$ cat src/hdl/light_sensor_lux_calc_assert.svh
// ---------------------------------------------------------------------------
// Light sensor lux calculator: assertion macros
// Concurrent assertion helpers, empty when SYNTHESIS is defined.
// ---------------------------------------------------------------------------
`ifndef LIGHT_SENSOR_LUX_CALC_ASSERT_SVH
`define LIGHT_SENSOR_LUX_CALC_ASSERT_SVH
`ifndef SYNTHESIS
`define LSL_ASSERT_SAME(label, clk, rst, ante, cons) \
   label: assert property (@(posedge clk) disable iff (rst) (ante) |-> (cons)) \
      else $error("assertion failed");
`define LSL_ASSERT_AFTER_RESET(label, clk, rst, cons) \
   label: assert property (@(posedge clk) $past(rst) |-> (cons)) \
      else $error("assertion failed after reset");
`else
`define LSL_ASSERT_SAME(label, clk, rst, ante, cons)
`define LSL_ASSERT_AFTER_RESET(label, clk, rst, cons)
`endif
`endif

$ cat src/hdl/lsl_pkg.sv
// ---------------------------------------------------------------------------
// lsl_pkg
// Types, constants and table helper for the light sensor lux calculator.
// ---------------------------------------------------------------------------
package lsl_pkg;

   localparam int RATIO_FRAC_BITS     = 12;
   localparam int POWER_TABLE_ENTRIES = 64;

   localparam int COUNT_W  = 16;
   localparam int LUX_W    = 24;
   localparam int STATUS_W = 2;
   localparam int P_W      = 16;
   localparam int COEF_W   = 28;
   localparam int DIFF_W   = 29;
   localparam int MAG_W    = 44;
   localparam int NUM_W    = 12;
   localparam int DEN_W    = 36;
   localparam int ACC_W    = 60;

   localparam logic [COUNT_W-1:0] COUNT_SAT = 16'hFFFF;
   localparam logic [LUX_W-1:0]   LUX_MAX   = 24'hFFFFFF;

   // register indexes
   localparam logic CSR_HIGH_GAIN   = 1'b0;
   localparam logic CSR_INTEGRATION = 1'b1;

   // integration codes
   localparam logic [1:0] INT_13MS  = 2'd0;
   localparam logic [1:0] INT_101MS = 2'd1;
   localparam logic [1:0] INT_402MS = 2'd2;

   // status codes
   localparam logic [STATUS_W-1:0] ST_VALID = 2'd0;
   localparam logic [STATUS_W-1:0] ST_ZERO  = 2'd1;
   localparam logic [STATUS_W-1:0] ST_SAT   = 2'd2;
   localparam logic [STATUS_W-1:0] ST_RATIO = 2'd3;

   // linear piece codes
   localparam logic [1:0] PIECE_POWER = 2'd0;
   localparam logic [1:0] PIECE_MID   = 2'd1;
   localparam logic [1:0] PIECE_HIGH  = 2'd2;
   localparam logic [1:0] PIECE_TOP   = 2'd3;

   // integration factors, denominators in units of 1e-5 * 2^8
   localparam logic [NUM_W-1:0] NUM_13MS  = 12'd4020;
   localparam logic [NUM_W-1:0] NUM_101MS = 12'd402;
   localparam logic [NUM_W-1:0] NUM_402MS = 12'd1;
   localparam logic [DEN_W-1:0] DEN_13MS  = 36'd3507200000;
   localparam logic [DEN_W-1:0] DEN_101MS = 36'd2585600000;
   localparam logic [DEN_W-1:0] DEN_402MS = 36'd25600000;

   localparam logic [COEF_W-1:0] POWER_BASE = 28'd199229440;

   typedef struct packed {
      logic [COUNT_W-1:0] full_count;
      logic [COUNT_W-1:0] infrared_count;
   } lsl_req_type;

   typedef struct packed {
      logic [LUX_W-1:0]    lux_value;
      logic [STATUS_W-1:0] lux_status;
   } lsl_rsp_type;

   typedef struct packed {
      logic [COUNT_W-1:0]  full_count;
      logic [COUNT_W-1:0]  infrared_count;
      logic [STATUS_W-1:0] status;
      logic [1:0]          piece;
   } lsl_item_type;

   typedef struct packed {
      logic [STATUS_W-1:0] status;
      logic                ovf;
   } lsl_tail_type;

   // largest y in 0..4096 with y^5 <= target
   function automatic logic [12:0] root5(input logic [63:0] target);
      logic [63:0] lo;
      logic [63:0] hi;
      logic [63:0] mid;
      logic [63:0] p5;
      lo = 64'd0;
      hi = 64'd4096;
      mid = 64'd0;
      p5 = 64'd0;
      for (int s = 0; s < 14; s++) begin
         if (lo < hi) begin
            mid = (lo + hi + 64'd1) >> 1;
            p5 = mid * mid * mid * mid * mid;
            if (p5 <= target) begin
               lo = mid;
            end else begin
               hi = mid - 64'd1;
            end
         end
      end
      return lo[12:0];
   endfunction

endpackage

$ cat src/hdl/lsl_lux_cell.sv
// ---------------------------------------------------------------------------
// lsl_lux_cell
// One restoring step of the division by the scale denominator.
// ---------------------------------------------------------------------------
module lsl_lux_cell #(
   parameter int SHIFT = 0
) (
   input  logic                             clock,
   input  logic                             reset,
   input  logic [lsl_pkg::DEN_W-1:0]        den,
   input  logic                             in_valid,
   output logic                             in_ready,
   input  lsl_pkg::lsl_tail_type            in_tail,
   input  logic [lsl_pkg::ACC_W-1:0]        in_rem,
   input  logic [lsl_pkg::LUX_W-1:0]        in_q,
   output logic                             out_valid,
   input  logic                             out_ready,
   output lsl_pkg::lsl_tail_type            out_tail,
   output logic [lsl_pkg::ACC_W-1:0]        out_rem,
   output logic [lsl_pkg::LUX_W-1:0]        out_q
);

   logic                          valid_ff;
   lsl_pkg::lsl_tail_type         tail_ff;
   logic [lsl_pkg::ACC_W-1:0]     rem_ff;
   logic [lsl_pkg::ACC_W-1:0]     rem_in;
   logic [lsl_pkg::LUX_W-1:0]     q_ff;
   logic [lsl_pkg::LUX_W-1:0]     q_in;
   logic [lsl_pkg::ACC_W-1:0]     shifted;
   logic                          ge;

   assign shifted = lsl_pkg::ACC_W'(den) << SHIFT;
   assign ge      = in_rem >= shifted;

   always_comb begin
      rem_in = ge ? (in_rem - shifted) : in_rem;
      q_in   = in_q | (ge ? (lsl_pkg::LUX_W'(1) << SHIFT) : '0);
   end

   assign in_ready = !valid_ff || out_ready;

   always_ff @(posedge clock) begin
      if (reset) begin
         valid_ff <= 1'b0;
      end else if (in_ready) begin
         valid_ff <= in_valid;
      end
   end

   always_ff @(posedge clock) begin
      if (in_valid && in_ready) begin
         tail_ff <= in_tail;
         rem_ff  <= rem_in;
         q_ff    <= q_in;
      end
   end

   assign out_valid = valid_ff;
   assign out_tail  = tail_ff;
   assign out_rem   = rem_ff;
   assign out_q     = q_ff;

endmodule

$ cat config.mk
export PLATFORM = sky130hd
export DESIGN_NAME = lsl_lux_cell
export DESIGN_NICKNAME = d
export VERILOG_FILES = /design/src/hdl/light_sensor_lux_calc_assert.svh /design/src/hdl/lsl_pkg.sv /design/src/hdl/lsl_lux_cell.sv
export SDC_FILE = /design/constraint.sdc
export NUM_CORES = 1
export LEC_CHECK = 0
export ABC_AREA = 1
export BUFFER_PORTS_ARGS = -buffer_cell sky130_fd_sc_hd__buf_2
export CORE_ASPECT_RATIO = 0.7
export CORE_MARGIN = 5
export CORE_UTILIZATION = 48
export DETAILED_ROUTE_END_ITERATION = 7
export GPL_TIMING_DRIVEN = 0
export PLACE_DENSITY = 0.83
export REMOVE_ABC_BUFFERS = 1
export SYNTH_ARGS = -nofsm -noshare
export SYNTH_HDL_FRONTEND = slang
export SYNTH_SLANG_ARGS = --single-unit
$ cat constraint.sdc
create_clock -name clock -period 5.7 [get_ports clock]
set_clock_uncertainty 0.1 [all_clocks]
set_input_delay 0.855 -clock clock [delete_from_list [all_inputs] [get_ports clock]]
set_output_delay 0.855 -clock clock [all_outputs]
set_load 0.03 [all_outputs]
After elaboration in Yosys (flattened, before gate mapping). Index checks and enable logic that the tools add are counted.

RAM bits: 0. Flip-flop bits (word level): 88. Output and inout port bits: 89. Bits of input ports: 127. Memories: 0. Logic and storage cells: 13. Bits in read-only memories: 0. Latch bits: 0.

Order comparisons: 1. $mul: 0. Bitwise logic cells: 1. Mux-type cells: 2. Divide/modulo/power cells: 0. Shift-type cells: 0. Reduce and logical (&&, ||, !) cells: 3. Equality and inequality tests: 0. $add $sub $neg: 1.

Operators by type and width (count): $ge A60 B36 Y1 (1); $mux W60 (1); $sub A60 B36 Y60 (1); $or A24 B1 Y24 (1); $logic_and A1 B1 Y1 (1); $logic_not A1 Y1 (1); $logic_or A1 B1 Y1 (1); $mux W1 (1).

Depth between registers and ports, before layout.
Word-level depth: 3. Mapped depth: 15. Depth with buffers taken out: 15.

Worst setup path before layout. No wires, ideal clock.

Kind: input -> register. From: in in_valid. To: reg q_ff (netlist bit out_q[0]) (enable). Data arrival time: 5.102 ns. Data required time: 5.039 ns. Stages on the path: 2. Buffers on the path: 0. Setup time: 0.561 ns. Path slack: -0.063 ns. Cell sequence: inv_1 -> a21oi_1.

Word-level cells in the longest chain between the ends: 1.

Ends and longest elaborated chain: start: declaration (RTL line lsl_lux_cell.sv:11) `input logic in_valid,`; $logic_and A1 B1 Y1 (RTL line lsl_lux_cell.sv:51) `if (in_valid && in_ready) begin`; end signal: assignment (RTL line lsl_lux_cell.sv:54) `q_ff <= q_in;`; end: declaration (RTL line lsl_lux_cell.sv:27) `logic [lsl_pkg::LUX_W-1:0] q_ff;`.

No other way between the ends. A chain may end at the register's enable or synchronous reset.

Final worst setup path.
From: in in_rem[0] (netlist name). To: reg rem_ff (netlist bit out_rem[33]), data pin.

Word-level cells in the longest chain between the ends: 2. Elaborated cells on any way between the ends: 3. Those cells by class: 1 x add/sub; 1 x order compare; 1 x mux.

Ends and longest elaborated chain: start: declaration (RTL line lsl_lux_cell.sv:14) `input logic [lsl_pkg::ACC_W-1:0] in_rem,`; $sub A60 B36 Y60 / $ge A60 B36 Y1 (equally long branches) (RTL line lsl_lux_cell.sv:36, lsl_lux_cell.sv:33); $mux W60 (*) (RTL line lsl_lux_cell.sv:36) `rem_in = ge ? (in_rem - shifted) : in_rem;`; net rem_in (one bit) (RTL line lsl_lux_cell.sv:26) `logic [lsl_pkg::ACC_W-1:0] rem_in;`; end signal: assignment (RTL line lsl_lux_cell.sv:53) `rem_ff <= rem_in;`; end: declaration (RTL line lsl_lux_cell.sv:25) `logic [lsl_pkg::ACC_W-1:0] rem_ff;`.

Mark *: on every way through the listed nets, which the timed path passes. The rest lies on a longest branch.

==> impl_metrics.csv <==
group,metric,value,unit
power_and_ir_drop,p_leak,0.004904,uW
power_and_ir_drop,max-vdd-ir-drop,0.1281,mV
timing,tightest_slew,0.9642,ns
grt,gr-usage-all-layers,26.38,%
critical_path,critPathArrivalTime,3.55,ns
power_and_ir_drop,power_density,225.3,mW/mm^2
worst_hold_path,hold_path_class,"reg -> reg",
route,avgRoutedWirePerCell,15.38,um
finish,area_growth,22.03,%
timing,rsz0062_at_grt,"no",
power_and_ir_drop,switchingPower,755.4,uW
power_and_ir_drop,p_int,1300,uW
clocking,post_cts_buffers,0,
logic_synthesis,synth_cell_type_count,31,
clocking,cts_repair_resize_count,0,
critical_path,crit_fanout,23,
floorplanning,die_w,159.2,um
power_and_ir_drop,pwr-share-clk,28.5,%
logic_synthesis,ys_ff_latch,88,
logic_synthesis,async_flop_share,0,%
clocking,root_buffer,"clkbuf_16",
timing,tns,0,ns
route,wl,24360,um
critical_path,r2r_start,"out_valid",
timing,whs,0.4501,ns
route,drtAntennaViolNets,0,
critical_path,r2r_slack,3.85,ns
finish,fillerInstances,1540,
finish,layout_common_cells,"nand2_1, inv_1, buf_2, nor2_1, edfxtp_1",
floorplanning,core,0.01540,mm^2
logic_synthesis,seq_area_frac_synth,35.21,%
finish,final_common_cell,"nand2_1",
logic_synthesis,ys.flop_type,"edfxtp_1",
critical_path,cp_cell_sequence,"buf_2, inv_1, ha_1, fa_1, inv_1, nand3_1, nand3_1, nand3_1, nand2_1, nand2_1, nand2_1, nand2_1, nand2_2, nand3_1, nand2_1",
worst_hold_path,hold_depth,2,
logic_synthesis,yosysWarnings,0,
placement,dp_hpwl,20550,um
route,drt_iter0_markers,663,
clocking,cts_htree_levels,3,
critical_path,worstSetupPathType,"in -> reg",
route,firstDrtPassIters,5,
critical_path,crit_buf_inv,3,
critical_path,crit_top_cell,"nand2_1",
finish,diodes,0,
floorplanning,row_count,38,
critical_path,reg2reg_to,"out_rem[28]",
finish,fin_cells,1584,
power_and_ir_drop,p_seq_share,39.0,%
grt,overflow,0,
clocking,cts_buffer_depth,2,
worst_hold_path,holdCritStartpoint,"out_valid",
placement,port_buffers,215,
critical_path,crit_family,"simple AND/OR/NAND/NOR gates",
critical_path,reg2regPathDepth,2,
clocking,cts.sinks,88,
route,viasPerCell,4.950,
placement,dp_cells,1568,
critical_path,critPathRequiredTime,5.81,ns
floorplanning,die_y,114.4,um
critical_path,max_stage_delay,0.47,ns
clocking,numCtsBuffers,9,
floorplanning,start_util,48.53,%
grt,antenna_found_initial,0,
critical_path,slowest_stage,"nand2_2",
power_and_ir_drop,sw_frac_of_total,36.76,%
logic_synthesis,synth-edff-count,87,
placement,place.gp.congestion,0.9630,
timing,finalHoldViolCount,0,
floorplanning,io_pins,216,
clocking,cts_tree,"yes",
power_and_ir_drop,p_comb_share,32.5,%
clocking,cts_hold_buf,0,
critical_path,worstSetupStartpointType,"input pin",
logic_synthesis,synth_area,0.007476,mm^2
floorplanning,dieArea,0.01821,mm^2
status,status,"complete, no violations",
logic_synthesis,syn_avg_cell_area,6.456,um^2
finish,final_nets,1543,
route,via_count,7841,
grt,grt_pass1_vias,7271,
timing,maxSlewViolCount,0,
finish,seq_area,0.002633,mm^2
timing,fin_crit,3.436,ns
grt,grt_max_degree,34,
timing,setup_viol,0,
logic_synthesis,netlist_instances,1158,
grt,grt_first_pass_wirelength,37910,um
clocking,clk_pin_slew,0.07,ns
timing,slew_headroom,35.58,%
timing,post-route-period-util,60.28,%
clocking,clk_latency,0.35,ns
finish,drive_above_1_share,18.14,%
run,cap_violations,0,
route,drc,0,
critical_path,critPathCaptureType,"register",
timing,fmax,291.0,MHz
worst_hold_path,hold_end,"out_valid",
finish,multi_input_area,0.003856,mm^2
## flip-flops by register name (all words and copies together) (netlist names)
register   cells
out_rem       60
out_q         24
out_valid      1
out_tail       3
## metal layers
| layer | track usage [%] | part of all wire [%] | up-vias |
|---|---|---|---|
| li1 | - | - | 4011 |
| met4 | 3.750 | 0.81 | 0 |
| met5 | 0 | 0 | - |
| met2 | 38.79 | 40 | 323 |
| met3 | 6.333 | 9.9 | 18 |
| met1 | 40.25 | 49 | 3489 |
## worst max-delay path by stage
| stage | from | to | slack, ns | cells after the start |
|---|---|---|---|---|
| after floorplan | in_valid | out_q[0] | -0.06 | 2 |
| after global placement | in_valid | out_rem[10] | -1.76 | 3 |
| after detailed placement | den[0] | out_rem[33] | 1.97 | 14 |
| after CTS | den[0] | out_rem[33] | 2.31 | 14 |
| after global routing | in_rem[0] | out_rem[33] | 2.08 | 15 |
| final | in_rem[0] | out_rem[33] | 2.26 | 15 |
## layout make-up
type	count	area share, %
sequential	88	28.86
clock buffer	9	2.469
multi-input combinational	812	42.27
inverter	249	10.25
tap	200	2.743
timing repair buffer	219	12.76
clock inverter	7	0.6583
## Yosys cell counts (all sizes together) (5+ instances only)
| cell | instances | area share, % |
|---|---|---|
| nor2 | 110 | 5.8 |
| nand3 | 58 | 3.9 |
| inv | 249 | 13 |
| xnor2 | 17 | 2.0 |
| xor2 | 8 | 0.94 |
| o21ai | 31 | 2.1 |
| and2 | 5 | 0.42 |
| nor3 | 12 | 0.87 |
| nand2 | 452 | 23 |
| edfxtp | 87 | 35 |
| ha | 36 | 6.0 |
| nand4 | 12 | 1.0 |
| nand3b | 12 | 1.2 |
| buf | 9 | 0.85 |
| a21oi | 51 | 3.6 |
## power groups by stage
stage	combinational, uW	sequential (uW)	clock [uW]
2_1_floorplan	316	937	0
3_3_place_gp	642	821	0
3_5_place_dp	656	816	0
4_1_cts	659	803	596
5_1_grt	729	808	628
6_report	668	802	585
## tightest hold or removal path: cells and delay by family (launching register included)
family             cells  cell delay [ns]
DFF                    1             0.35
and+or+nand+nor        1             0.10
AOI/OAI and AO/OA      1             0.06
## stage by stage
stage,area (um^2),worst slack (ns),power (uW),utilization (%)
detailed placement,8837,1.969,1472,57.37
global placement,8738,-1.762,1463,56.73
CTS,9123,2.307,2057,59.22
floorplan,7412,-0.06308,1253,-
global route,9123,2.076,2165,59.22
finish,9123,2.264,2055,59.22
## cell families (layout without fill, tap and decap cells)
family	Yosys count	in the layout	share of synthesized area [%]
compound gates	83	83	5.741
xor+xnor	25	25	2.929
fa+ha+maj	37	37	6.293
buf+inv	258	484	13.36
flops	88	88	35.21
simple gates	667	667	36.47
(Power assumes the default switching activity.)
