--- src/hdl/light_sensor_lux_calc_assert.svh ---
// ---------------------------------------------------------------------------
// Light sensor lux calculator: assertion macros
// Concurrent assertion helpers, empty when SYNTHESIS is defined.
// ---------------------------------------------------------------------------
`ifndef LIGHT_SENSOR_LUX_CALC_ASSERT_SVH
`define LIGHT_SENSOR_LUX_CALC_ASSERT_SVH
`ifndef SYNTHESIS
`define LSL_ASSERT_SAME(label, clk, rst, ante, cons) \
   label: assert property (@(posedge clk) disable iff (rst) (ante) |-> (cons)) \
      else $error("assertion failed");
`define LSL_ASSERT_AFTER_RESET(label, clk, rst, cons) \
   label: assert property (@(posedge clk) $past(rst) |-> (cons)) \
      else $error("assertion failed after reset");
`else
`define LSL_ASSERT_SAME(label, clk, rst, ante, cons)
`define LSL_ASSERT_AFTER_RESET(label, clk, rst, cons)
`endif
`endif

--- src/hdl/lsl_pkg.sv ---
// ---------------------------------------------------------------------------
// lsl_pkg
// Types, constants and table helper for the light sensor lux calculator.
// ---------------------------------------------------------------------------
package lsl_pkg;

   localparam int RATIO_FRAC_BITS     = 12;
   localparam int POWER_TABLE_ENTRIES = 64;

   localparam int COUNT_W  = 16;
   localparam int LUX_W    = 24;
   localparam int STATUS_W = 2;
   localparam int P_W      = 16;
   localparam int COEF_W   = 28;
   localparam int DIFF_W   = 29;
   localparam int MAG_W    = 44;
   localparam int NUM_W    = 12;
   localparam int DEN_W    = 36;
   localparam int ACC_W    = 60;

   localparam logic [COUNT_W-1:0] COUNT_SAT = 16'hFFFF;
   localparam logic [LUX_W-1:0]   LUX_MAX   = 24'hFFFFFF;

   // register indexes
   localparam logic CSR_HIGH_GAIN   = 1'b0;
   localparam logic CSR_INTEGRATION = 1'b1;

   // integration codes
   localparam logic [1:0] INT_13MS  = 2'd0;
   localparam logic [1:0] INT_101MS = 2'd1;
   localparam logic [1:0] INT_402MS = 2'd2;

   // status codes
   localparam logic [STATUS_W-1:0] ST_VALID = 2'd0;
   localparam logic [STATUS_W-1:0] ST_ZERO  = 2'd1;
   localparam logic [STATUS_W-1:0] ST_SAT   = 2'd2;
   localparam logic [STATUS_W-1:0] ST_RATIO = 2'd3;

   // linear piece codes
   localparam logic [1:0] PIECE_POWER = 2'd0;
   localparam logic [1:0] PIECE_MID   = 2'd1;
   localparam logic [1:0] PIECE_HIGH  = 2'd2;
   localparam logic [1:0] PIECE_TOP   = 2'd3;

   // integration factors, denominators in units of 1e-5 * 2^8
   localparam logic [NUM_W-1:0] NUM_13MS  = 12'd4020;
   localparam logic [NUM_W-1:0] NUM_101MS = 12'd402;
   localparam logic [NUM_W-1:0] NUM_402MS = 12'd1;
   localparam logic [DEN_W-1:0] DEN_13MS  = 36'd3507200000;
   localparam logic [DEN_W-1:0] DEN_101MS = 36'd2585600000;
   localparam logic [DEN_W-1:0] DEN_402MS = 36'd25600000;

   localparam logic [COEF_W-1:0] POWER_BASE = 28'd199229440;

   typedef struct packed {
      logic [COUNT_W-1:0] full_count;
      logic [COUNT_W-1:0] infrared_count;
   } lsl_req_type;

   typedef struct packed {
      logic [LUX_W-1:0]    lux_value;
      logic [STATUS_W-1:0] lux_status;
   } lsl_rsp_type;

   typedef struct packed {
      logic [COUNT_W-1:0]  full_count;
      logic [COUNT_W-1:0]  infrared_count;
      logic [STATUS_W-1:0] status;
      logic [1:0]          piece;
   } lsl_item_type;

   typedef struct packed {
      logic [STATUS_W-1:0] status;
      logic                ovf;
   } lsl_tail_type;

   // largest y in 0..4096 with y^5 <= target
   function automatic logic [12:0] root5(input logic [63:0] target);
      logic [63:0] lo;
      logic [63:0] hi;
      logic [63:0] mid;
      logic [63:0] p5;
      lo = 64'd0;
      hi = 64'd4096;
      mid = 64'd0;
      p5 = 64'd0;
      for (int s = 0; s < 14; s++) begin
         if (lo < hi) begin
            mid = (lo + hi + 64'd1) >> 1;
            p5 = mid * mid * mid * mid * mid;
            if (p5 <= target) begin
               lo = mid;
            end else begin
               hi = mid - 64'd1;
            end
         end
      end
      return lo[12:0];
   endfunction

endpackage

--- src/hdl/lsl_calc.sv ---
// ---------------------------------------------------------------------------
// lsl_calc
// Power table lookup, piece sums, scaling and overflow check (7 stages).
// ---------------------------------------------------------------------------
module lsl_calc #(
   parameter int RATIO_FRAC_BITS     = lsl_pkg::RATIO_FRAC_BITS,
   parameter int POWER_TABLE_ENTRIES = lsl_pkg::POWER_TABLE_ENTRIES
) (
   input  logic                         clock,
   input  logic                         reset,
   input  logic [lsl_pkg::NUM_W-1:0]    num,
   input  logic [lsl_pkg::DEN_W-1:0]    den,
   input  logic                         in_valid,
   output logic                         in_ready,
   input  lsl_pkg::lsl_item_type        in_item,
   input  logic [RATIO_FRAC_BITS-1:0]   in_q,
   output logic                         out_valid,
   input  logic                         out_ready,
   output lsl_pkg::lsl_tail_type        out_tail,
   output logic [lsl_pkg::ACC_W-1:0]    out_rem
);

   localparam int          F     = RATIO_FRAC_BITS;
   localparam int          N     = POWER_TABLE_ENTRIES;
   localparam int          K_W   = $clog2(N + 1);
   localparam int          POS_W = F + $clog2(2 * N + 1);
   localparam logic [63:0] N64   = 64'(N);
   localparam logic [63:0] NSQ   = N64 * N64;
   localparam int          STAGES = 7;

   // x^1.4 table, Q16, points 0..N over ratio 0..0.5
   logic [lsl_pkg::P_W-1:0] tab [N+1];

   for (genvar i = 0; i <= N; i++) begin : g_tab
      localparam logic [63:0] T  = ((64'(i) * 64'(i)) << 42) / NSQ;
      localparam logic [63:0] YR = 64'(lsl_pkg::root5(T << 16));
      localparam logic [63:0] PV = (64'(i) * YR * 64'd8) / N64;
      assign tab[i] = PV[lsl_pkg::P_W-1:0];
   end

   logic [STAGES-1:0] v_ff;
   logic [STAGES:0]   rdy;

   assign rdy[STAGES] = out_ready;
   for (genvar s = 0; s < STAGES; s++) begin : g_rdy
      assign rdy[s] = !v_ff[s] || rdy[s+1];
   end
   assign in_ready = rdy[0];

   always_ff @(posedge clock) begin
      if (reset) begin
         v_ff <= '0;
      end else begin
         if (rdy[0]) begin
            v_ff[0] <= in_valid;
         end
         for (int s = 1; s < STAGES; s++) begin
            if (rdy[s]) begin
               v_ff[s] <= v_ff[s-1];
            end
         end
      end
   end

   // stage 1: table position
   lsl_pkg::lsl_item_type item1_ff;
   logic [K_W-1:0]        k1_ff;
   logic [F-1:0]          f1_ff;
   logic [POS_W-1:0]      pos;

   assign pos = POS_W'(in_q) * POS_W'(2 * N);

   always_ff @(posedge clock) begin
      if (in_valid && rdy[0]) begin
         item1_ff <= in_item;
         k1_ff    <= pos[F+K_W-1:F];
         f1_ff    <= pos[F-1:0];
      end
   end

   // stage 2: neighbouring table points
   lsl_pkg::lsl_item_type   item2_ff;
   logic [lsl_pkg::P_W-1:0] a2_ff;
   logic [lsl_pkg::P_W-1:0] d2_ff;
   logic [F-1:0]            f2_ff;
   logic [lsl_pkg::P_W-1:0] a_in;
   logic [lsl_pkg::P_W-1:0] d_in;

   always_comb begin
      if (k1_ff >= K_W'(N)) begin
         a_in = tab[N];
         d_in = '0;
      end else begin
         a_in = tab[k1_ff];
         d_in = tab[k1_ff + K_W'(1)] - tab[k1_ff];
      end
   end

   always_ff @(posedge clock) begin
      if (v_ff[0] && rdy[1]) begin
         item2_ff <= item1_ff;
         a2_ff    <= a_in;
         d2_ff    <= d_in;
         f2_ff    <= f1_ff;
      end
   end

   // stage 3: interpolation
   lsl_pkg::lsl_item_type      item3_ff;
   logic [lsl_pkg::P_W-1:0]    p3_ff;
   logic [lsl_pkg::P_W+F-1:0]  prod;

   assign prod = (lsl_pkg::P_W+F)'(d2_ff) * (lsl_pkg::P_W+F)'(f2_ff);

   always_ff @(posedge clock) begin
      if (v_ff[1] && rdy[2]) begin
         item3_ff <= item2_ff;
         p3_ff    <= a2_ff + prod[lsl_pkg::P_W+F-1:F];
      end
   end

   // stage 4: coefficient of the power piece, difference of the others
   lsl_pkg::lsl_item_type              item4_ff;
   logic [lsl_pkg::COEF_W-1:0]         c4_ff;
   logic signed [lsl_pkg::DIFF_W-1:0]  diff4_ff;
   logic signed [lsl_pkg::DIFF_W-1:0]  diff_in;
   logic [lsl_pkg::DIFF_W-1:0]         fc;
   logic [lsl_pkg::DIFF_W-1:0]         ic;

   assign fc = lsl_pkg::DIFF_W'(item3_ff.full_count);
   assign ic = lsl_pkg::DIFF_W'(item3_ff.infrared_count);

   always_comb begin
      case (item3_ff.piece)
         lsl_pkg::PIECE_MID:
            diff_in = $signed(fc * 29'd2240) - $signed(ic * 29'd3100);
         lsl_pkg::PIECE_HIGH:
            diff_in = $signed(fc * 29'd1280) - $signed(ic * 29'd1530);
         lsl_pkg::PIECE_TOP:
            diff_in = $signed(fc * 29'd146) - $signed(ic * 29'd112);
         default:
            diff_in = '0;
      endcase
   end

   always_ff @(posedge clock) begin
      if (v_ff[2] && rdy[3]) begin
         item4_ff <= item3_ff;
         c4_ff    <= lsl_pkg::POWER_BASE - lsl_pkg::COEF_W'(p3_ff) * 28'd6200;
         diff4_ff <= diff_in;
      end
   end

   // stage 5: clamped magnitude
   lsl_pkg::lsl_item_type      item5_ff;
   logic [lsl_pkg::MAG_W-1:0]  mag5_ff;
   logic [lsl_pkg::MAG_W-1:0]  mag_in;

   always_comb begin
      if (item4_ff.piece == lsl_pkg::PIECE_POWER) begin
         mag_in = lsl_pkg::MAG_W'(c4_ff) * lsl_pkg::MAG_W'(item4_ff.full_count);
      end else if (diff4_ff < 0) begin
         mag_in = '0;
      end else begin
         mag_in = {diff4_ff[lsl_pkg::COEF_W-1:0], 16'h0000};
      end
   end

   always_ff @(posedge clock) begin
      if (v_ff[3] && rdy[4]) begin
         item5_ff <= item4_ff;
         mag5_ff  <= mag_in;
      end
   end

   // stage 6: integration factor and rounding bias
   lsl_pkg::lsl_item_type      item6_ff;
   logic [lsl_pkg::ACC_W-1:0]  y6_ff;

   always_ff @(posedge clock) begin
      if (v_ff[4] && rdy[5]) begin
         item6_ff <= item5_ff;
         y6_ff    <= lsl_pkg::ACC_W'(mag5_ff) * lsl_pkg::ACC_W'(num)
                   + lsl_pkg::ACC_W'(den >> 1);
      end
   end

   // stage 7: saturation check
   lsl_pkg::lsl_tail_type      tail7_ff;
   logic [lsl_pkg::ACC_W-1:0]  rem7_ff;
   logic                       ovf;

   assign ovf = y6_ff >= (lsl_pkg::ACC_W'(den) << lsl_pkg::LUX_W);

   always_ff @(posedge clock) begin
      if (v_ff[5] && rdy[6]) begin
         tail7_ff.status <= item6_ff.status;
         tail7_ff.ovf    <= ovf;
         rem7_ff         <= ovf ? '0 : y6_ff;
      end
   end

   assign out_valid = v_ff[STAGES-1];
   assign out_tail  = tail7_ff;
   assign out_rem   = rem7_ff;

endmodule

--- config.mk ---
export PLATFORM = sky130hd
export DESIGN_NAME = lsl_calc
export DESIGN_NICKNAME = d
export VERILOG_FILES = /design/src/hdl/light_sensor_lux_calc_assert.svh /design/src/hdl/lsl_pkg.sv /design/src/hdl/lsl_calc.sv
export SDC_FILE = /design/constraint.sdc
export NUM_CORES = 2
export LEC_CHECK = 0
export ABC_AREA = 1
export BUFFER_PORTS_ARGS = -buffer_cell sky130_fd_sc_hd__buf_2
export CAP_MARGIN = 5
export CORE_ASPECT_RATIO = 0.8
export CORE_MARGIN = 2
export CORE_UTILIZATION = 51
export DETAILED_ROUTE_END_ITERATION = 10
export MAX_ROUTING_LAYER = met4
export PLACE_DENSITY = 0.67
export SYNTH_ARGS = -nofsm -noshare
export SYNTH_HDL_FRONTEND = slang
export SYNTH_SLANG_ARGS = --single-unit
--- constraint.sdc ---
create_clock -name clock -period 14.2 [get_ports clock]
set_clock_uncertainty 0.2 [all_clocks]
set_input_delay 1.42 -clock clock [delete_from_list [all_inputs] [get_ports clock]]
set_output_delay 1.42 -clock clock [all_outputs]
set_load 0.01 [all_outputs]
Yosys cells after proc, flatten, opt, wreduce, memory -nomap -nowiden
Memories as Yosys holds them, arrays and structs flattened. Index checks and enable logic that the tools add are counted.

Bits in registers: 428. ROM bits: 4096. Output and inout port bits: 65. Memories kept: 2.

Memories: (name not given) (words 128, width 16, rd ports 1, clocked after memory_dff 0, write ports 0, line lsl_calc.sv:95) `d_in = tab[k1_ff + K_W'(1)] - tab[k1_ff];`; (name not given) (words 128, width 16, rd ports 1, clocked after memory_dff 0, write ports 0, line lsl_calc.sv:95).

Multiplexer cells: 7. Add/subtract/negate cells: 8. Reduce and logical (&&, ||, !) cells: 22. Equality and inequality tests: 3. Order comparisons: 5. Multipliers: 10. Bitwise operators: 2.

Operator list (number): $mux W44 (2); $pmux W29 S3 (1); $mux W16 (4); $ge A60 B60 Y1 (1); $add A56 B35 Y57 (1); $mul A44 B12 Y56 (1); $mul A16 B10 Y26 const B (2); $mul A28 B16 Y44 (1); $mul A16 B3 Y19 const B (2); $lt A29 B1 Y1 const B (1); $sub A28 B28 Y29 (1); $sub A27 B27 Y28 (1); $sub A28 B28 Y28 const A (1); $mul A16 B10 Y25 const B (1); $sub A24 B23 Y25 (1); $mul A16 B7 Y23 const B (1); $mul A16 B6 Y22 const B (1); $mul A16 B5 Y21 (1); $add A16 B16 Y16 (1); $ge A8 B8 Y1 const B (2); $not A7 Y8 (2); $sub A16 B16 Y16 (1); $add A7 B1 Y7 const B (1); $ge A7 B7 Y1 const B (1); 6 further kinds (25).

Logic depth before layout (Yosys ltp)
Depth after elaboration: 9. Depth in mapped cells: 31.

Worst setup path before layout
Ideal clock, no wire load.

Path type: in2reg. From: input num[3] in the netlist's numbering. To: register y6_ff[36] in the netlist's numbering, data pin. Stages: 21. Arrival: 5989 ps. Slack: 7750 ps. Required time: 13739 ps. Setup time: 261 ps. Cell sequence: clkbuf_1 clkbuf_1 nand2_1 fa_1 inv_1 fa_1 inv_1 fa_1 inv_1 fa_1 fa_1 ha_1 a21oi_1 o21ai_0 inv_1 nand2_1 a21oi_1 o21ai_0 nand2_1 nand2_1 xor2_1.

Longest elaborated chain between the ends: 2.

Ends and longest elaborated chain: from (decl) (line lsl_calc.sv:11) `input logic [lsl_pkg::NUM_W-1:0] num,`; $mul A44 B12 Y56 (line lsl_calc.sv:183) `y6_ff <= lsl_pkg::ACC_W'(mag5_ff) * lsl_pkg::ACC_W'(num)`; $add A56 B35 Y57 (line lsl_calc.sv:184) `+ lsl_pkg::ACC_W'(den >> 1);`; to (signal assigned) (line lsl_calc.sv:183); to (decl) (line lsl_calc.sv:178) `logic [lsl_pkg::ACC_W-1:0] y6_ff;`.

No other way between the ends. A chain may end at the register's enable or synchronous reset.

Final worst setup path
From: register item4_ff[21] in the netlist's numbering. To: register mag5_ff[38] in the netlist's numbering, data pin.

Longest elaborated chain between the ends: 2.

Ends and longest elaborated chain: from (decl) (line lsl_calc.sv:123) `lsl_pkg::lsl_item_type item4_ff;`; from (signal assigned) (line lsl_calc.sv:148) `item4_ff <= item3_ff;`; $mul A28 B16 Y44 (line lsl_calc.sv:161) `mag_in = lsl_pkg::MAG_W'(c4_ff) * lsl_pkg::MAG_W'(item4_ff.full_count);`; $mux W44 (line lsl_calc.sv:160) `if (item4_ff.piece == lsl_pkg::PIECE_POWER) begin`; via mag_in (one bit) (line lsl_calc.sv:157) `logic [lsl_pkg::MAG_W-1:0] mag_in;`; to (signal assigned) (line lsl_calc.sv:172) `mag5_ff <= mag_in;`; to (decl) (line lsl_calc.sv:156) `logic [lsl_pkg::MAG_W-1:0] mag5_ff;`.

The timed path passes the listed nets, and every way through them passes these cells.

==> impl_metrics.toml <==
[critical_path]
cp.depth = 22
cp_num_buf_inv = 5
crit_arrival_ps = 7590
crit_chain = "nand2_1, fa_1, inv_1, fa_1, inv_1, fa_1, fa_1, inv_1, fa_1, inv_1, fa_1, inv_1, ha_1, nand2_1, nor2_1, nand2_1, o21ai_0, nand3_1, nand3_1, a21oi_1, o21ai_0, nand2_1"
cp_max_fo = 25
cp_slowest_cell = "edfxtp_1"
ff2ff_setup_slack_ps = 6810
cp-end-kind = "flop"
reg2reg_depth = 22
cp.required_ps = 14400
cp-endpoint = "mag5_ff[38]"
r2r_end = "mag5_ff[38]"
worstReg2RegStart = "item4_ff[21]"
worstSetupStartpoint = "item4_ff[21]"
max_stage_delay_ps = 1180
cp_top_family = "adder cells"
critical_path_class = "flop to flop"
worst_path_most_repeated_cell = "fa_1"
cp-start-kind = "flop"

[cts]
clk_path_buf_depth = 3
hold_buffers = 0
root_buffer = "clkbuf_16"
clkSinkCount = 414
clkTransAtPathRegs_ps = 70
clk_latency_ps = 660
cts_setup_buffers = 0
cts_tree = "built"
cts_buffers = 48
h-tree-depth = 2
cts_resized = 0

[synth]
ys_types = 70
ys.flop_type = "edfxtp_1"
syn_inst = 8463
yosys-top-cells-count = "inv_1, nand2_1, fa_1, ha_1, nor2_1"
synth_edf_count = 407
yosysMostFrequentCell = "inv_1"
yosys.area.top_type = "fa_1"
ys_seq_elements = 414
synth_warnings = 0
ys_top_cells_by_area = "fa_1, edfxtp_1, ha_1"
synthArstFlopShare_pct = 0
synth_top_area_share_pct = 27.62
synthesis.area_mm2 = 0.06863
ys_seq_area_share_pct = 18.01
syn_area_per_cell_um2 = 8.109

[timing]
finalSetupViolCount = 0
fmax_mhz = 135.4
slew_headroom_pct = 15.85
worst_pin_slew_ps = 1262
finalCritPeriodShare_pct = 52.02
rsz0062_at_grt = "false"
min_period_ps = 7387
tns_ps = 0
drv_slew = 0
finalHoldViolations = 0

[route]
wl_um = 202000
drc = 0
routedWlPerCell_um = 19.67
firstDrtPassIters = 5
num_vias = 55510
drtAntennaViolNets = 0
avgViaCountPerCell = 5.405
first_iter_violations = 4946

[cells_and_area]
multi_input_area_mm2 = 0.04784
num-fill-cells = 12720
regArea_mm2 = 0.01236
areaGrowthSynthToFinish_pct = 5.692
drive_above_1_share_pct = 4.437
fin_nets = 10270

[floorplan]
die_w_um = 414.1
ioPinCount = 165
start_util_pct = 51.36
die-area_mm2 = 0.1375
core_area_mm2 = 0.1336
fp-row-count = 120
die_h_um = 332.1

[grt]
gr-usage-all-layers_pct = 30.79
grt_overflow = 0
antenna_found_initial = 8
grt_max_degree = 61
grt_pass1_vias = 56910
grt_pass1_wl_um = 322700

[flow_run]
max_cap_violations = 0

[placed_design]
dp_hpwl_um = 167200
gp_congestion = 0.9753
io_buffers = 161

[outcome]
status = "complete, no violations"

[hold_path]
min_path_type = "flop to flop"
worst register-to-register path: stages (launching register included):
cell and delay (ps):
edfxtp_1 1180, nand2_1 260, fa_1 610, inv_1 60, fa_1 530, inv_1 60, fa_1 490, fa_1 560
inv_1 70, fa_1 490, inv_1 50, fa_1 470, inv_1 40, ha_1 350, nand2_1 110, nor2_1 240
nand2_1 100, o21ai_0 570, nand3_1 160, nand3_1 170, a21oi_1 80, o21ai_0 180, nand2_1 80
area by class of cell:
cell class                      count  area share [%]
Multi-Input combinational cell   5808           65.96
Sequential cell                   414           17.04
Inverter                         1982           10.26
Tap cell                         1769           3.052
Clock buffer                       56           1.697
Timing Repair Buffer              207           1.587
Clock inverter                     30          0.3847
Antenna cell                        5         0.01725
worst min path at each step:
stage                       from         to  slack [ps]  depth (start not counted)
floorplan              f1_ff[10]  f2_ff[10]         200                          0
global placement       f1_ff[11]  f2_ff[11]         200                          0
detailed placement  item2_ff[16]     ic[12]         200                          0
CTS                  item2_ff[4]      ic[0]         220                          0
global route        item2_ff[26]      fc[6]         220                          0
finish               item2_ff[4]      ic[0]         220                          0
through the flow:
step           cell area (µm²)  setup WS (ps)  util (%)  hold slack, ps  instances
5_1_grt                  72530           6550     54.28           221.4      10270
6_report                 72530           6813     54.28           215.4      10270
3_3_place_gp             71010           6585     53.14           201.0      10180
2_1_floorplan            68630           7750         -           200.3       8465
4_1_cts                  72520           6968     54.27           217.7      10270
3_5_place_dp             71010           6603     53.14           204.5      10180
registers in the layout (all words and copies together), names as in the netlist, 20 cells and up:
signal    count
item1_ff     36
item4_ff     20
item2_ff     36
diff4_ff     28
mag5_ff      41
y6_ff        57
out_rem      57
c4_ff        25
placed cells by master, fill, tap and decap left out, types with 15 or more instances in the layout:
cell and n:
a21boi_0 19, a21o_1 38, a21oi_1 452, a31oi_1 36
buf_2 161, buf_4 46, clkbuf_16 48, edfxtp_1 407
fa_1 947, ha_1 761, inv_1 1959, inv_2 18
nand2_1 1913, nand2_2 17, nand3_1 235, nand4_1 62
nor2_1 474, nor3_1 67, nor4_1 19, o211ai_1 26
o21a_1 18, o21ai_0 307, o21ai_1 15, o21bai_1 37
or2_2 17, xnor2_1 98, xor2_1 123
cell families after synthesis:
kind of cell,Yosys count,synth area share [%]
AND/OR/NAND/NOR,2853,16.93
buffers and inverters,2243,12.33
adder cells (fa/ha/maj),1708,41.50
AO/OA/AOI/OAI,1022,8.378
flip-flops,414,18.01
XOR/XNOR,222,2.844
other,1,0.005464
per-layer routing:
layer  GRT usage [%]  up-vias  part of all wire [%]
met1           43.05    27160                    45
met3           3.643      260                   6.7
met4           8.589        0                   2.9
met2           47.47     1919                    45
li1                -    26180                     -
met5               -        -                     0
Power is not shown: default switching activity piles up to over one toggle a cycle in this logic, so the estimate is an artifact.
