===== src/hdl/light_sensor_lux_calc_assert.svh =====
// ---------------------------------------------------------------------------
// Light sensor lux calculator: assertion macros
// Concurrent assertion helpers, empty when SYNTHESIS is defined.
// ---------------------------------------------------------------------------
`ifndef LIGHT_SENSOR_LUX_CALC_ASSERT_SVH
`define LIGHT_SENSOR_LUX_CALC_ASSERT_SVH
`ifndef SYNTHESIS
`define LSL_ASSERT_SAME(label, clk, rst, ante, cons) \
   label: assert property (@(posedge clk) disable iff (rst) (ante) |-> (cons)) \
      else $error("assertion failed");
`define LSL_ASSERT_AFTER_RESET(label, clk, rst, cons) \
   label: assert property (@(posedge clk) $past(rst) |-> (cons)) \
      else $error("assertion failed after reset");
`else
`define LSL_ASSERT_SAME(label, clk, rst, ante, cons)
`define LSL_ASSERT_AFTER_RESET(label, clk, rst, cons)
`endif
`endif


===== src/hdl/lsl_pkg.sv =====
// ---------------------------------------------------------------------------
// lsl_pkg
// Types, constants and table helper for the light sensor lux calculator.
// ---------------------------------------------------------------------------
package lsl_pkg;

   localparam int RATIO_FRAC_BITS     = 12;
   localparam int POWER_TABLE_ENTRIES = 64;

   localparam int COUNT_W  = 16;
   localparam int LUX_W    = 24;
   localparam int STATUS_W = 2;
   localparam int P_W      = 16;
   localparam int COEF_W   = 28;
   localparam int DIFF_W   = 29;
   localparam int MAG_W    = 44;
   localparam int NUM_W    = 12;
   localparam int DEN_W    = 36;
   localparam int ACC_W    = 60;

   localparam logic [COUNT_W-1:0] COUNT_SAT = 16'hFFFF;
   localparam logic [LUX_W-1:0]   LUX_MAX   = 24'hFFFFFF;

   // register indexes
   localparam logic CSR_HIGH_GAIN   = 1'b0;
   localparam logic CSR_INTEGRATION = 1'b1;

   // integration codes
   localparam logic [1:0] INT_13MS  = 2'd0;
   localparam logic [1:0] INT_101MS = 2'd1;
   localparam logic [1:0] INT_402MS = 2'd2;

   // status codes
   localparam logic [STATUS_W-1:0] ST_VALID = 2'd0;
   localparam logic [STATUS_W-1:0] ST_ZERO  = 2'd1;
   localparam logic [STATUS_W-1:0] ST_SAT   = 2'd2;
   localparam logic [STATUS_W-1:0] ST_RATIO = 2'd3;

   // linear piece codes
   localparam logic [1:0] PIECE_POWER = 2'd0;
   localparam logic [1:0] PIECE_MID   = 2'd1;
   localparam logic [1:0] PIECE_HIGH  = 2'd2;
   localparam logic [1:0] PIECE_TOP   = 2'd3;

   // integration factors, denominators in units of 1e-5 * 2^8
   localparam logic [NUM_W-1:0] NUM_13MS  = 12'd4020;
   localparam logic [NUM_W-1:0] NUM_101MS = 12'd402;
   localparam logic [NUM_W-1:0] NUM_402MS = 12'd1;
   localparam logic [DEN_W-1:0] DEN_13MS  = 36'd3507200000;
   localparam logic [DEN_W-1:0] DEN_101MS = 36'd2585600000;
   localparam logic [DEN_W-1:0] DEN_402MS = 36'd25600000;

   localparam logic [COEF_W-1:0] POWER_BASE = 28'd199229440;

   typedef struct packed {
      logic [COUNT_W-1:0] full_count;
      logic [COUNT_W-1:0] infrared_count;
   } lsl_req_type;

   typedef struct packed {
      logic [LUX_W-1:0]    lux_value;
      logic [STATUS_W-1:0] lux_status;
   } lsl_rsp_type;

   typedef struct packed {
      logic [COUNT_W-1:0]  full_count;
      logic [COUNT_W-1:0]  infrared_count;
      logic [STATUS_W-1:0] status;
      logic [1:0]          piece;
   } lsl_item_type;

   typedef struct packed {
      logic [STATUS_W-1:0] status;
      logic                ovf;
   } lsl_tail_type;

   // largest y in 0..4096 with y^5 <= target
   function automatic logic [12:0] root5(input logic [63:0] target);
      logic [63:0] lo;
      logic [63:0] hi;
      logic [63:0] mid;
      logic [63:0] p5;
      lo = 64'd0;
      hi = 64'd4096;
      mid = 64'd0;
      p5 = 64'd0;
      for (int s = 0; s < 14; s++) begin
         if (lo < hi) begin
            mid = (lo + hi + 64'd1) >> 1;
            p5 = mid * mid * mid * mid * mid;
            if (p5 <= target) begin
               lo = mid;
            end else begin
               hi = mid - 64'd1;
            end
         end
      end
      return lo[12:0];
   endfunction

endpackage


===== src/hdl/lsl_ratio_cell.sv =====
// ---------------------------------------------------------------------------
// lsl_ratio_cell
// One restoring step of the infrared/full ratio divider.
// ---------------------------------------------------------------------------
module lsl_ratio_cell #(
   parameter int RATIO_FRAC_BITS = lsl_pkg::RATIO_FRAC_BITS
) (
   input  logic                         clock,
   input  logic                         reset,
   input  logic                         in_valid,
   output logic                         in_ready,
   input  lsl_pkg::lsl_item_type        in_item,
   input  logic [15:0]                  in_rem,
   input  logic [RATIO_FRAC_BITS-1:0]   in_q,
   output logic                         out_valid,
   input  logic                         out_ready,
   output lsl_pkg::lsl_item_type        out_item,
   output logic [15:0]                  out_rem,
   output logic [RATIO_FRAC_BITS-1:0]   out_q
);

   logic                       valid_ff;
   lsl_pkg::lsl_item_type      item_ff;
   logic [15:0]                rem_ff;
   logic [15:0]                rem_in;
   logic [RATIO_FRAC_BITS-1:0] q_ff;
   logic [RATIO_FRAC_BITS-1:0] q_in;
   logic [16:0]                rem2;
   logic [16:0]                diff;
   logic                       ge;

   assign rem2 = {in_rem, 1'b0};
   assign diff = rem2 - {1'b0, in_item.full_count};
   assign ge   = rem2 >= {1'b0, in_item.full_count};

   always_comb begin
      rem_in = ge ? diff[15:0] : rem2[15:0];
      q_in   = {in_q[RATIO_FRAC_BITS-2:0], ge};
   end

   assign in_ready = !valid_ff || out_ready;

   always_ff @(posedge clock) begin
      if (reset) begin
         valid_ff <= 1'b0;
      end else if (in_ready) begin
         valid_ff <= in_valid;
      end
   end

   always_ff @(posedge clock) begin
      if (in_valid && in_ready) begin
         item_ff <= in_item;
         rem_ff  <= rem_in;
         q_ff    <= q_in;
      end
   end

   assign out_valid = valid_ff;
   assign out_item  = item_ff;
   assign out_rem   = rem_ff;
   assign out_q     = q_ff;

endmodule


===== config.mk =====
export PLATFORM = sky130hd
export DESIGN_NAME = lsl_ratio_cell
export DESIGN_NICKNAME = d
export VERILOG_FILES = /design/src/hdl/light_sensor_lux_calc_assert.svh /design/src/hdl/lsl_pkg.sv /design/src/hdl/lsl_ratio_cell.sv
export SDC_FILE = /design/constraint.sdc
export NUM_CORES = 1
export LEC_CHECK = 0
export BUFFER_PORTS_ARGS = -buffer_cell sky130_fd_sc_hd__buf_2
export CAP_MARGIN = 20
export CORE_MARGIN = 2
export CORE_UTILIZATION = 53
export CTS_BUF_LIST = sky130_fd_sc_hd__clkbuf_4 sky130_fd_sc_hd__clkbuf_8
export DETAILED_ROUTE_END_ITERATION = 12
export GPL_TIMING_DRIVEN = 1
export HOLD_SLACK_MARGIN = 0.15
export PLACE_DENSITY = 0.88
export SETUP_SLACK_MARGIN = 0.02
export SYNTH_ARGS = -nofsm -noshare
export SYNTH_HDL_FRONTEND = slang
export SYNTH_SLANG_ARGS = --single-unit

===== constraint.sdc =====
create_clock -name clock -period 4 [get_ports clock]
set_input_delay 0.2 -clock clock [delete_from_list [all_inputs] [get_ports clock]]
set_output_delay 0.2 -clock clock [all_outputs]
set_load 0.03 [all_outputs]

======== Word-level counts from Yosys, hierarchy flattened ========
Cells that the tools add are included.
storage, ports and cells
  register bits after elaboration ......... 65
  bits in latches ......................... 0
  RAM bits ................................ 0
  bits in read-only memories .............. 0
  input port bits ......................... 68
  output and inout bits ................... 66
  logic and storage cells ................. 14
  memories ................................ 0
cells by class
  add/sub/neg operators ................... 1
  $mul .................................... 0
  div/mod/pow operators ................... 0
  magnitude comparators ................... 1
  equal/unequal tests ..................... 0
  shift-type cells ........................ 0
  multiplexer cells ....................... 1
  bitwise gates (word level) .............. 0
  reductions and logical operators ........ 3
operators by type and width
  operator           number
  $ge 17x16->1       1
  $mux 16            1
  $sub 16x16->16     1
  $logic_and 1x1->1  1
  $logic_not 1->1    1
  $logic_or 1x1->1   1

======== Depth between registers and ports, before layout ========
Gate-level depths: netlist (run 1).
  depth after elaboration ................. 3
  depth in mapped cells ................... 12
  mapped depth without buffers ............ 9

======== Worst setup path after synthesis (run 1) ========
No wires, ideal clock.
  path kind ............................... register to register
  start ................................... reg valid_ff, in the netlist out_valid
  end ..................................... reg item_ff, in the netlist out_item[0] (enable)
  library setup time ...................... 429 ps
  arrival ................................. 2,297 ps
  required time ........................... 3,571 ps
  path slack .............................. 1,274 ps
  stages on the path, launching flop included .. 3
  buffers on the path ..................... 0
  period minus slack after synthesis ...... 2,726 ps
  path through ............................ dfxtp_1 nand2b_1 and2_1
between the ends
  cells in the longest elaborated chain, start to end .. 3
RTL lines
  what                      line                  RTL
  start: declaration        lsl_ratio_cell.sv:22  logic valid_ff;
  start signal: assignment  lsl_ratio_cell.sv:47  valid_ff <= in_valid;
  $logic_not 1->1           lsl_ratio_cell.sv:41  assign in_ready = !valid_ff || out_ready;
  $logic_or 1x1->1          lsl_ratio_cell.sv:41
  net in_ready              lsl_ratio_cell.sv:11  output logic in_ready,
  $logic_and 1x1->1         lsl_ratio_cell.sv:52  if (in_valid && in_ready) begin
  end signal: assignment    lsl_ratio_cell.sv:53  item_ff <= in_item;
  end: declaration          lsl_ratio_cell.sv:23  lsl_pkg::lsl_item_type item_ff;
The timed path passes the listed nets, and every way through them passes these cells.
A chain may end at the register's enable or synchronous reset.

======== Worst setup path in the final report (run 1) ========
  start ................................... in in_item[21] (netlist bit)
  end ..................................... reg rem_ff[4], in the netlist out_rem[4], data pin
between the ends
  cells in the longest elaborated chain, start to end .. 2
  elaborated cells on any way between the ends .. 3
  classes of those cells .................. add/sub (1); order compare (1); mux (1)
RTL lines
  what                                                   line                                        RTL
  start: declaration                                     lsl_ratio_cell.sv:12                        input lsl_pkg::lsl_item_type in_item,
  $sub 16x16->16 / $ge 17x16->1 (equally long branches)  lsl_ratio_cell.sv:33, lsl_ratio_cell.sv:34
  $mux 16 (*)                                            lsl_ratio_cell.sv:37                        rem_in = ge ? diff[15:0] : rem2[15:0];
  net rem_in[4]                                          lsl_ratio_cell.sv:25                        logic [15:0] rem_in;
  end signal: assignment                                 lsl_ratio_cell.sv:54                        rem_ff <= rem_in;
  end: declaration                                       lsl_ratio_cell.sv:24                        logic [15:0] rem_ff;
Mark *: on every way through the listed nets, which the timed path passes. The rest lies on a longest branch.

==> metrics.md, run 1 <==
| Metric | Value |
|---|---|
| Outcome | completed |
| Final Core Density | approximately four fifths |
| CTS H-tree depth | 3 |
| Post-synthesis area per instance | around 14 sq um |
| Max-slew violation count | 0 |
| Grt ovf | 0 |
| Worst vdd ir | 0.226 mV |
| Reg clk slew, reported paths | about 0.07 ns |
| Sw Share | between 30% and 40% |
| Pint | 1270 uW |
| Post-Syn Area | around 0.0031 sq mm |
| Router iterations before antenna repair | 5 |
| Port Buffers | roughly 130 |
| Critical Path, Cell by Cell | dlygate4sd3_1 > buf_2 > inv_1 > ha_1 > nor2b_1 > o211ai_2 > a31oi_2 > o21a_1 > a221o_1 > buf_4 > mux2_4 |
| Critical path type | primary input to flip-flop |
| Unrepaired setup endpoints after global routing | false |
| Placer congestion estimate | 0.811 |
| Asr flop ratio synth | 0% |
| Hold_buf cts | slightly below 50 |
| Pin count of the biggest net entering global routing | 39 |
| Fillcell total | approximately 270 |
| DIE HEIGHT | approximately 80 um |
| Antenna violations before repair | 0 |
| Ports | between 100 and 150 |
| Top cell family by delay on the critical path | compound AO/OA/AOI/OAI gates |
| First-pass GRT wire length | around 15 mm |
| Combinational share of power | 24.8% |
| GRT busiest layer | met2 |
| Post-layout min period | approximately 3.2 ns |
| Rows | 27 |
| CP peak stage delay | between 0.5 and 0.6 ns |
| Postcts setup bufs | 0 |
| Synth warn | 0 |
| CTS Buf Count | 9 |
| Vias | around 2.7k |
| Placement Setup Slack | approximately 1.1 ns |
| WHS | about 0.17 ns |
| Peak Freq | ~0.31 GHz |
| Pwr/cell area | about 400 mW/mm^2 |
| GRT met3 Usage | under 10% |
| Clock root buffer | clkbuf_8 |
| Post-synth top flop | edfxtp_1 |
| Final hold vios | 0 |
| CP required | 4.09 ns |
| Initial core utilization | 55.4% |
| DRC | 0 |
| # diodes | 0 |
| Core footprint | 0.00557 sq mm |
| Setup TNS | 0 ns |
| CP max FO | 16 |
| Synth unique cells | 47 |
| Final setup vio count | 0 |
| Setup WS post-layout | between 0.8 and 0.9 ns |
| Tcrit/Tclk final | 79.7% |
| CTS resizes | 0 |
| Worst-Margin Slew | between 0.8 and 0.9 ns |
| Critical Path Start Type | primary input |
| Total track usage | about 31% |
| Clock power frac | 30.0% |
| Clock tree sinks | 65 |
| Number of enable flip-flop cells after synthesis | 64 |
| DRT iter0 DRCs | approximately 330 |
| Hold Crit Class | primary input to flip-flop |
| Crit-path slowest cell | dlygate4sd3_1 |
| Die width | ~80 um |
| Met1 usage | between 30% and 40% |
| Fraction of layout cells with a size suffix above 1 | around two fifths |
| NetSw | approximately 560 uW |
| DP Wirelength | between 5 and 6 mm |
| Worst slew margin | a little over two fifths |
| Area grow syn2layout | 45.1% |
| Syn_nets | between 300 and 400 |
| Buffers & Inverters on Critical Path | 4 |
| Worst EP arrival | roughly 3.3 ns |
| Vias/cell | about 5.6 |
| Total Routed Length | roughly 9.6 mm |
| Layout Nets | between 400 and 500 |
| Later-pin clock latency in the skew report | between 0.3 and 0.4 ns |
| WL per Instance | 19.7 um |
| Die area | 0.00645 sq mm |
| CTS tree | done |
| Layout Skew | between 0.01 and 0.015 ns |
| Reg2reg setup slack | 1.98 ns |
| Synth Register Bits | 65 |
| LEAKAGE | 0.00203 uW |
| Post-Synthesis Cells | around 220 |
| Number of global-route vias before repair | about 2.8k |
| Max cap viols | 0 |
| ANT nets after route | 0 |
| Reg power frac | ~45% |
| CP Capture Type | flip-flop |
| Post-synthesis sequential area ratio | roughly 63% |
| CTS Buffer Depth | 2 |
| Met2 Track Usage GR | 52.1% |
## flip-flops by register name, indices dropped and copies added, names as in the netlist
| signal | flops |
|---|---|
| out_item | 36 |
| out_rem | 16 |
| out_q | 12 |
| out_valid | 1 |
## layout by cell type, fill, tap and decap left out, types with 5 or more instances in the layout
master,synthesis,routed
nor2_1,17,17
dlygate4sd3_1,0,49
buf_2,0,132
mux2_4,5,5
a21o_1,9,9
xnor2_1,6,6
ha_1,16,16
inv_1,22,22
a21oi_1,15,15
edfxtp_1,64,64
nand2_1,7,7
xor2_1,5,5
nor3_1,5,5
clkbuf_8,0,9
## routing by layer
layer  wire (um)  up-vias
met1        3560     1295
met5           0        -
met4         352        0
li1            -     1198
met2        4670      208
met3        1020       37
## power by group through the flow
stage | registers, uW | clock network [uW] | logic [uW]
after floorplan | 945 | 0 | 176
after global placement | 838 | 0 | 381
after detailed placement | 841 | 0 | 393
after CTS | 827 | 539 | 435
after global routing | 833 | 581 | 482
final | 830 | 549 | 454
## kinds of logic after synthesis
| logic type | share of synthesized area, % |
|---|---|
| XOR/XNOR | 3.12 |
| buffers and inverters | 4.26 |
| AND/OR/NAND/NOR | 6.97 |
| adder cells (fa/ha/maj) | 7.13 |
| flip-flops | 62.9 |
| multiplexers | 2.76 |
| AO/OA/AOI/OAI | 12.8 |
## path summary, 6_finish.rpt
path                    start      endpoint  depth (start not counted)
setup / recovery  in_item[21]    out_rem[4]                         11
hold / removal      in_rem[7]    out_rem[8]                          2
setup reg to reg    out_valid  out_item[14]                          3
hold reg to reg     out_valid     out_valid                          3
## cell type report
type | instances | area, sq um | share of cell area [%]
repair buffers | 183 | 1170 | 26.0
clock inverters | 6 | 60.1 | 1.34
flip-flops and latches | 65 | 1940 | 43.4
clock buffers | 9 | 124 | 2.77
multi-input cells | 130 | 1010 | 22.7
inverters | 22 | 82.6 | 1.84
well taps | 72 | 90.1 | 2.01
## worst register-to-register path: stages, from the launching register on
cell,delay (ns)
dfxtp_1,0.32
nand2b_1,0.12
and2_2,0.74
buf_4,0.48
## through the flow
stage	cells	total power (uW)	instance area, sq um
floorplan	223	1120	3090
global placement	423	1220	3800
detailed placement	423	1230	3800
CTS	487	1800	4480
global route	487	1900	4480
finish	487	1830	4480
## Yosys cell counts (all sizes together), types with 2 or more instances
cell type | instances | area [sq um]
xnor2 | 6 | 52.6
edfxtp | 64 | 1920
nor2b | 3 | 18.8
and3 | 2 | 12.5
mux2 | 5 | 75.1
nor2 | 17 | 63.8
nand3 | 2 | 10.0
inv | 22 | 82.6
buf | 3 | 37.5
o211ai | 3 | 32.5
xor2 | 5 | 43.8
nand2 | 7 | 26.3
nand2b | 2 | 12.5
and2 | 2 | 12.5
a31oi | 2 | 18.8
clkbuf | 3 | 11.3
a21oi | 17 | 92.6
nor3 | 5 | 25.0
ha | 16 | 200
a21o | 9 | 67.6
o21ai | 7 | 38.8
o21a | 2 | 15.0
Note: power is estimated with default switching activity, not from simulation.
==> run 2, diff against run 1 <==
--- a/config.mk
+++ b/config.mk
@@ -5,15 +5,16 @@
 export SDC_FILE = /design/constraint.sdc
 export NUM_CORES = 1
 export LEC_CHECK = 0
+export ABC_AREA = 1
 export BUFFER_PORTS_ARGS = -buffer_cell sky130_fd_sc_hd__buf_2
 export CAP_MARGIN = 20
 export CORE_MARGIN = 2
-export CORE_UTILIZATION = 53
+export CORE_UTILIZATION = 50
 export CTS_BUF_LIST = sky130_fd_sc_hd__clkbuf_4 sky130_fd_sc_hd__clkbuf_8
 export DETAILED_ROUTE_END_ITERATION = 12
 export GPL_TIMING_DRIVEN = 1
 export HOLD_SLACK_MARGIN = 0.15
-export PLACE_DENSITY = 0.88
+export PLACE_DENSITY = 0.82
 export SETUP_SLACK_MARGIN = 0.02
 export SYNTH_ARGS = -nofsm -noshare
 export SYNTH_HDL_FRONTEND = slang
==> constraint.sdc (replaced) <==
create_clock -name clock -period 3.13 [get_ports clock]
set_input_delay 0.1565 -clock clock [delete_from_list [all_inputs] [get_ports clock]]
set_output_delay 0.1565 -clock clock [all_outputs]
set_load 0.03 [all_outputs]
==> metrics.md, run 2 <==
| Metric | Value |
|---|---|
| Clock tree sinks | 65 (unchanged) |
| Post-Synthesis Cells | 330 (+48%) |
| Fraction of layout cells with a size suffix above 1 | 32.0% (-8.0 points) |
| Port Buffers | 132 (unchanged) |
| Reg clk slew, reported paths | 0.08 ns (about the same) |
| Crit-path slowest cell | dlygate4sd3_1 |
| Rows | 29 (+7.4%) |
| Most frequent cells in the layout | buf_2 (132), nand2_1 (107), edfxtp_1 (64), dlygate4sd3_1 (62), inv_1 (57) |
| Syn_nets | 415 (+35%) |
| Later-pin clock latency in the skew report | 0.34 ns (about the same) |
| DRT iter0 DRCs | 170 (-48%) |
| DRC | 0 (unchanged) |
| CP dominant cell by count | nand2_1 |
| Synth warn | 0 (unchanged) |
| Fillcell total | 401 (+49%) |
| Post-synthesis area per instance | 9.97 sq um (-28%) |
| Number of enable flip-flop cells after synthesis | 64 (unchanged) |
| Final hold vios | 0 (unchanged) |
| Max cap viols | 0 (unchanged) |
| Die area | 0.00724 sq mm (+12%) |
| Layout Nets | 618 (+25%) |
| WL per Instance | 15.4 um (-22%) |
| Most common cell after layout, fill and taps aside | buf_2 |
| Initial core utilization | 51.8% (-3.6 points) |
| Final Core Density | 76.7% (-3.6 points) |
| Postcts setup bufs | 0 (unchanged) |
| Max-slew violation count | 0 (unchanged) |
| Fin area | 0.00487 sq mm (+8.7%) |
| Antenna violations before repair | 0 (unchanged) |
| Asr flop ratio synth | 0% (unchanged) |
| Critical path type | primary input to flip-flop |
| Area of the multi-input gates | 0.00111 sq mm (+9.5%) |
| Buffers & Inverters on Critical Path | 4 (unchanged) |
| CP required | 3.22 ns (-0.87 ns) |
| Critical Path, Cell by Cell | dlygate4sd3_1 > buf_2 > inv_1 > ha_1 > nand2_1 > nor2_2 > nand2_1 > nor3_2 > nor2_2 > nand2_4 > inv_4 > nand2_1 > nand2_1 |
| CP peak stage delay | 0.57 ns (+0.04 ns) |
| Total Routed Length | 9.44 mm (-1.7%) |
| Reg area | 0.00194 sq mm (unchanged) |
| Worst slew margin | 45.8% (+3.8 points) |
| Pin count of the biggest net entering global routing | 42 (+7.7%) |
| Hold Crit Class | primary input to flip-flop |
| Post-synthesis sequential area ratio | 59.0% (-3.9 points) |
| Clock root buffer | clkbuf_8 |
| Post-layout min period | between 2 and 2.5 ns |
| ANT nets after route | 0 (unchanged) |
| Total track usage | 26.2% (-5.0 points) |
| CTS Buf Count | 9 (unchanged) |
| Placement Setup Slack | 1.09 ns (-0.0523 ns) |
| Top post-synthesis cells by count | nand2_1 (107), edfxtp_1 (64), inv_1 (57) |
| Grt ovf | 0 (unchanged) |
| Worst EP arrival | 2.37 ns (-0.91 ns) |
| Synth area leaders | edfxtp_1 (58%), nand2_1 (12%), inv_1 (6.5%) |
| CP max FO | 18 (+2) |
| WHS | 0.150 ns (-0.0246 ns) |
| DIE HEIGHT | 85.1 um (+6.0%) |
| Area share of the leading cell type in the synthesized netlist | 58.4% (-3.8 points) |
| # diodes | 0 (unchanged) |
| Vias | 3,036 (+11%) |
| CP Capture Type | flip-flop |
| Post-Syn Area | 0.00329 sq mm (+6.6%) |
| First-pass GRT wire length | 14.7 mm (+0.91%) |
| CTS Buffer Depth | 2 (unchanged) |
| Worst vdd ir | 0.379 mV (+68%) |
| Vias/cell | 4.94 (-12%) |
| Top cell family by delay on the critical path | simple AND/OR/NAND/NOR gates |
| Layout Skew | 0.0102 ns (+0.0000860 ns) |
| Ports | 134 (unchanged) |
| Die width | 85.1 um (+6.0%) |
| Router iterations before antenna repair | 4 (-1) |
| Peak Freq | between 0.4 and 0.5 GHz |
| Core footprint | 0.00635 sq mm (+14%) |
| Number of global-route vias before repair | 3,037 (+9.8%) |
| CTS H-tree depth | 3 (unchanged) |
| Most common cell in the netlist | nand2_1 |
| Synth Register Bits | 65 (unchanged) |
| Setup TNS | 0 ns (unchanged) |
| CTS tree | done |
| Worst-Margin Slew | 0.811 ns (-0.0588 ns) |
| Post-synth top flop | edfxtp_1 |
| Critical Path Start Type | primary input |
| Area grow syn2layout | 48.1% |
| Largest register FFs | 36 (unchanged) |
| Placer congestion estimate | 0.888 (+9.4%) |
| Cell area after placement | 0.00405 sq mm (+6.4%) |
| LEAKAGE | 0.00240 uW (+18%) |
| Synth unique cells | 25 (-47%) |
| Outcome | completed |
| Pwr/cell area | 484 mW/mm^2 (+18%) |
| Setup WS post-layout | 0.848 ns (+0.0368 ns) |
| Final setup vio count | 0 (unchanged) |
| Cell taking the most area after synthesis | edfxtp_1 |
| Tcrit/Tclk final | between 70 and 80% |
| Unrepaired setup endpoints after global routing | false |
| DP Wirelength | 5.76 mm (+6.4%) |
[run 2: power breakdown]
part / switching [uW] / total [uW] / internal (uW)
sequential: 17.4 / 1060 / 1040
clock: 324 / 720 / 396
combinational: 370 / 583 / 213
[run 2: worst paths after layout]
path	startpoint	end	slack, ns	cells after the start
max	in_item[26]	out_rem[8]	0.85	13
min	out_ready	out_valid	0.15	4
max reg2reg	out_valid	out_item[30]	1.45	2
min reg2reg	out_valid	out_valid	0.56	2
[run 2: area by class of cell]
type / instances / area share (%)
Timing Repair Buffer: 195 / 26.7
Clock buffer: 11 / 2.98
Multi-Input combinational cell: 204 / 22.8
Inverter: 58 / 4.52
Clock inverter: 5 / 1.13
Tap cell: 77 / 1.98
Sequential cell: 65 / 39.9
[run 2: per-stage QoR]
stage | cells | power [uW]
2_1_floorplan | 330 | 1430
3_3_place_gp | 537 | 1570
3_5_place_dp | 537 | 1580
4_1_cts | 615 | 2360
5_1_grt | 615 | 2450
6_report | 615 | 2360
[run 2: cells by family (layout without fill, tap and decap cells)]
family,after synthesis,count (layout),synth area share [%]
xor+xnor,7,7,1.86
fa+ha+maj,17,17,6.69
flops,65,65,59.0
simple gates,167,167,22.9
buf+inv,61,269,7.53
compound gates,13,13,1.98
[run 2: metal layers]
layer / GRT usage, % / wire [um] / share of wire (%) / vias up
met1: 29.4 / 3650 / 39 / 1409
met2: 48.0 / 4960 / 53 / 138
met5: 0 / 0 / 0 / -
met3: 7.39 / 675 / 7.1 / 19
met4: 7.94 / 153 / 1.6 / 0
li1: - / - / - / 1470
[run 2: timing repair]
action                    CTS  global route
gates resized for setup     0             0
hold buffers               62             0
hold endpoints to repair   62             0
[run 2: worst min-delay path: stages]
cell and delay, ns:
buf_2 0.07, inv_1 0.07, nand2_1 0.09, a21oi_1 0.06
